### config.mk
export PLATFORM = sky130hd
export DESIGN_NAME = bfir_ctrl
export DESIGN_NICKNAME = d
export VERILOG_FILES = /design/src/rtl/bfir_pkg.sv /design/src/rtl/bfir_ctrl.sv
export SDC_FILE = /design/constraint.sdc
export NUM_CORES = 1
export LEC_CHECK = 0
export CORE_AREA = 5 5 55 57
export DETAILED_ROUTE_END_ITERATION = 8
export DIE_AREA = 0 0 60 62
export DONT_BUFFER_PORTS = 1
export GPL_TIMING_DRIVEN = 0
export MAX_ROUTING_LAYER = met4
export SLEW_MARGIN = 30
export SYNTH_ARGS = -nofsm -noshare
export SYNTH_HDL_FRONTEND = slang
export SYNTH_SLANG_ARGS = --single-unit
### constraint.sdc
create_clock -name clk -period 4.3 [get_ports clk]
set_input_delay 1.075 -clock clk [delete_from_list [all_inputs] [get_ports clk]]
set_output_delay 1.075 -clock clk [all_outputs]
set_load 0.01 [all_outputs]
### src/rtl/bfir_pkg.sv
// Types, widths and helpers of the box filter resampler.
// No dependencies.
package bfir_pkg;

	localparam int COORD_W   = 8;
	localparam int SIZE_W    = 9;
	localparam int CHAN_W    = 8;
	localparam int STEP_FRAC = 16;
	localparam int STEP_W    = SIZE_W + STEP_FRAC;
	localparam int SUM_W     = 24;
	localparam int CNT_W     = 17;
	localparam int MUL_W     = COORD_W + STEP_W;
	localparam int REG_IDX_W = 2;

	localparam logic [SIZE_W-1:0] SIZE_RESET = 9'd256;

	localparam logic [REG_IDX_W-1:0] REG_SOURCE_WIDTH  = 2'd0;
	localparam logic [REG_IDX_W-1:0] REG_SOURCE_HEIGHT = 2'd1;
	localparam logic [REG_IDX_W-1:0] REG_TARGET_WIDTH  = 2'd2;
	localparam logic [REG_IDX_W-1:0] REG_TARGET_HEIGHT = 2'd3;

	localparam logic CMD_LOAD   = 1'b0;
	localparam logic CMD_RENDER = 1'b1;

	typedef enum logic [3:0] {
		OP_NONE, OP_LATCH, OP_COPY, OP_DIV_GO, OP_DIV_WAIT,
		OP_MUL, OP_BOUND, OP_WALK_INIT, OP_WALK, OP_RESULT
	} dp_op_t;

	typedef enum logic [2:0] {
		SEL_STEP_X, SEL_STEP_Y, SEL_RED, SEL_GREEN, SEL_BLUE, SEL_ALPHA
	} div_sel_t;

	typedef struct packed {
		dp_op_t   op;
		div_sel_t sel;
		logic     axis_y;
	} dp_cmd_t;

	typedef struct packed {
		logic oor;
		logic copy;
		logic div_done;
		logic walk_last;
		logic out_busy;
	} dp_stat_t;

	// Zero counts as one, anything above the maximum as the maximum.
	function automatic logic [SIZE_W-1:0] eff_size(input logic [SIZE_W-1:0] v,
			input int unsigned maxv);
		logic [SIZE_W-1:0] r;
		if (v == '0) begin
			r = SIZE_W'(1);
		end else if (32'(v) > maxv) begin
			r = SIZE_W'(maxv);
		end else begin
			r = v;
		end
		return r;
	endfunction

endpackage

### src/rtl/bfir_ctrl.sv
// Controller state machine sequencing loads and renders over the datapath.
// Depends on bfir_pkg.
module bfir_ctrl (
	input  logic                clk,
	input  logic                arst_n,
	input  logic                in_valid,
	output logic                in_ready,
	input  logic                command,
	input  bfir_pkg::dp_stat_t  stat,
	output bfir_pkg::dp_cmd_t   cmd
);
	import bfir_pkg::*;

	typedef enum logic [3:0] {
		S_IDLE, S_CHECK, S_DIV_GO, S_DIV_WAIT, S_MUL_X, S_BND_X, S_MUL_Y,
		S_BND_Y, S_WINIT, S_WALK, S_DRAIN, S_RESULT
	} state_t;

	state_t   state_q;
	div_sel_t sel_q;

	always_ff @(posedge clk or negedge arst_n) begin
		if (!arst_n) begin
			state_q <= S_IDLE;
			sel_q   <= SEL_STEP_X;
		end else begin
			unique case (state_q)
				S_IDLE: begin
					if (in_valid && command == CMD_RENDER) state_q <= S_CHECK;
				end
				S_CHECK: begin
					priority if (stat.oor) begin
						state_q <= S_RESULT;
					end else if (stat.copy) begin
						state_q <= S_WINIT;
					end else begin
						sel_q   <= SEL_STEP_X;
						state_q <= S_DIV_GO;
					end
				end
				S_DIV_GO: state_q <= S_DIV_WAIT;
				S_DIV_WAIT: begin
					if (stat.div_done) begin
						unique case (sel_q)
							SEL_STEP_X: begin sel_q <= SEL_STEP_Y; state_q <= S_DIV_GO; end
							SEL_STEP_Y: state_q <= S_MUL_X;
							SEL_RED:    begin sel_q <= SEL_GREEN; state_q <= S_DIV_GO; end
							SEL_GREEN:  begin sel_q <= SEL_BLUE; state_q <= S_DIV_GO; end
							SEL_BLUE:   begin sel_q <= SEL_ALPHA; state_q <= S_DIV_GO; end
							default:    state_q <= S_RESULT;
						endcase
					end
				end
				S_MUL_X: state_q <= S_BND_X;
				S_BND_X: state_q <= S_MUL_Y;
				S_MUL_Y: state_q <= S_BND_Y;
				S_BND_Y: state_q <= S_WINIT;
				S_WINIT: state_q <= S_WALK;
				S_WALK: begin
					if (stat.walk_last) state_q <= S_DRAIN;
				end
				S_DRAIN: begin
					sel_q   <= SEL_RED;
					state_q <= S_DIV_GO;
				end
				S_RESULT: begin
					if (!stat.out_busy) state_q <= S_IDLE;
				end
				default: state_q <= S_IDLE;
			endcase
		end
	end

	assign in_ready = (state_q == S_IDLE);

	always_comb begin
		cmd.sel    = sel_q;
		cmd.axis_y = 1'b0;
		unique case (state_q)
			S_IDLE:     cmd.op = in_valid ? OP_LATCH : OP_NONE;
			S_CHECK:    cmd.op = (!stat.oor && stat.copy) ? OP_COPY : OP_NONE;
			S_DIV_GO:   cmd.op = OP_DIV_GO;
			S_DIV_WAIT: cmd.op = OP_DIV_WAIT;
			S_MUL_X:    cmd.op = OP_MUL;
			S_BND_X:    cmd.op = OP_BOUND;
			S_MUL_Y:    begin cmd.op = OP_MUL; cmd.axis_y = 1'b1; end
			S_BND_Y:    begin cmd.op = OP_BOUND; cmd.axis_y = 1'b1; end
			S_WINIT:    cmd.op = OP_WALK_INIT;
			S_WALK:     cmd.op = OP_WALK;
			S_RESULT:   cmd.op = stat.out_busy ? OP_NONE : OP_RESULT;
			default:    cmd.op = OP_NONE;
		endcase
	end
endmodule

==> run metrics <==
Hold-fix buffers, CTS=0; count of input and output buffers=0; DP Wirelength=between 1 and 1.5 mm; internal power=296 µW; Post-synth top cells=10 x nor2_1, 8 x a21oi_1, 8 x nand2_1, 7 x dfrtp_1, 5 x clkbuf_1; crit-path cells=clkbuf_1, buf_1, inv_1, nor3_1, a21oi_1, o22ai_1; number of antenna violations at the first check in global routing=0; startpoint types=register; worst-skew pair later-pin latency=0.24 ns; top cells by area, synth=dfrtp_1 27%, a21oi_1 6.1%, nor2_1 5.7%; CP peak stage delay=0.38 ns; via count=687; slowest cell on the critical path=buf_1; worst-margin pin slew=around 0.45 ns; status=completed; gr ovfl total=0; Mapped Nets=97; Post-Place Worst Slack=1.58 ns; Post-synth EDFFs=0; die height=~62 µm; Post CTS Setup Buffer Count=0; Syn Area/Cell=7.42 µm²; Yosys warnings=0; CTS resizes=0; area delta synth->final=9.77%; top cell type's share of synthesized area=26.8%; post-route cell area=approximately 700 µm²; fmax=0.330 GHz; type of the worst setup path=register to output port; Buf/Inv on CP=3; DP Cell Count=118; max-slew violations=0; # clock sinks=7; Sw Pwr=between 300 and 400 µW; final setup violation count=0; Worst EP required=3.22 ns; first-pass GRT wire length=3.15 mm; post-synth top area cell=dfrtp_1; vias per cell=between 5 and 6; Mapped Area=653 µm²; layout cells sized above 1=under 10%; Critical Path Fanout Max=10; post-synthesis sequential area ratio=26.8%; Std-Cell Rows=18; Pwr Density=between 800 and 900 mW/mm²; final cell count without fillers=122; CTS Buffer Depth=2; Max transition margin=70.3%; Clock transition at path regs=approximately 0.050 ns; min cycle time layout=3.03 ns; ys async rst share=100%; DRC Markers=0; Sequential Power Share=between 20 and 25%; Met3 Routed Length=about 210 µm; Post-Route WL=1.90 mm; setup slack of the critical path after layout=about 1.3 ns; worst hold slack=roughly 0.52 ns; Root Buffer=clkbuf_4; TritonCTS buffer count=3; Max Cap Viol=0; wire length on met2=803 µm; setup TNS=0 ns; initial core utilization=26.9%; Ant. Diodes=0; Comb pwr share=68.9%; Worst Path Arrival=1.96 ns; Top delay family on crit path=buffers and inverters; number of DRC markers in iteration 0=33; Clk pwr share=9.3%; H-tree depth=1; Sw Ratio=51.3%; largest net degree at the start of global routing=11; Peak VDD IR=around 0.34 mV; Setup crit end kind=output port; number of global-route vias before repair=692; Die W=60 µm; final worst-path cycle share=70.5%; TritonRoute pass-1 iters=4; die area=0.00372 mm²; Most used DFF post-synth=dfrtp_1; Final ANT Viol Nets=0; final net count=a little over 100; top layer in use=met3; skew final=0.00182 ns; Leak=0.000269 µW; wl on met1=~900 µm; Yosys reg bits=7; GR Util All Layers=11.5%; Placed Area=691 µm²; Hold Crit Class=input port to async pin; CTS tree=built; Post-Syn Instances=88; most frequent cell after synthesis=nor2_1; placer's final routability congestion estimate=0.846; CORE AREA=roughly 0.0024 mm²; unrepaired setup endpoints after global routing=false; Avg WL per Cell=15.6 µm; I/O Pins=18; Synth cell types=37; Final Hold Vio Count=0
## worst reg2reg max path, stage by stage, from the launching register on
cell,delay [ns]
dfrtp_1,0.36
buf_6,0.13
or4b_4,0.54
o32ai_2,0.27
a21oi_1,0.10
a211oi_1,0.22
## flip-flops by register name, indices dropped and copies added, names as in the netlist
name / count
sel_q: 3
state_q: 4
## metrics by stage
stage,utilization (%),power (µW)
after floorplan,-,463
after global placement,28.4,534
after detailed placement,28.4,550
after CTS,29.5,611
after global routing,29.5,676
final,29.5,607
## area by class of cell
cell class,instances,area (µm²)
clock buffers,4,26.3
flip-flops and latches,7,175
multi-input cells,69,424
well taps,30,37.5
fillers,274,1720
plain buffers,9,42.5
inverters,3,11.3
## power by group through the flow
stage / Clock (µW) / Combinational [µW] / Sequential [µW]
2_1_floorplan: 0 / 337 / 125
3_3_place_gp: 0 / 404 / 131
3_5_place_dp: 0 / 417 / 133
4_1_cts: 59.7 / 419 / 133
5_1_grt: 65.3 / 474 / 137
6_report: 56.3 / 419 / 132
## worst paths after layout
kind	startpoint	to	slack [ns]	cells past startpoint
min reg2reg	sel_q[2]	sel_q[2]	0.66	2
max in group asynchronous	arst_n	state_q[0]	3.71	0
max	state_q[1]	cmd[5]	1.27	6
max reg2reg	state_q[3]	sel_q[0]	2.57	5
min in group clk	sel_q[2]	sel_q[2]	0.66	2
min	arst_n	sel_q[0]	0.52	0
## cells in the final DEF (no fill, tap or decap), types with 2 or more instances in the layout
cell,instances
o21ai_0,4
a21oi_1,8
buf_1,2
dfrtp_1,7
clkbuf_1,6
clkbuf_4,3
nor3_1,4
inv_1,3
a22oi_1,2
nor2b_1,2
nand2_1,8
nor2_1,10
nand3b_1,2
a31oi_1,4
o22ai_1,2
a211oi_1,2
nor3b_1,2
## kinds of logic after synthesis
| logic type | share of synthesized area, % |
|---|---|
| and+or+nand+nor | 28.2 |
| buffers and inverters | 8.24 |
| muxes | 1.53 |
| AOI/OAI and AO/OA | 33.9 |
| DFF | 26.8 |
| xor gates and xnor gates | 1.34 |
## per-layer routing
layer,track usage [%],vias to the layer above
li1,-,333
met1,15.1,322
met2,15.9,32
met3,3.31,0
met4,5.70,0
met5,-,-
(Power assumes the default switching activity.)
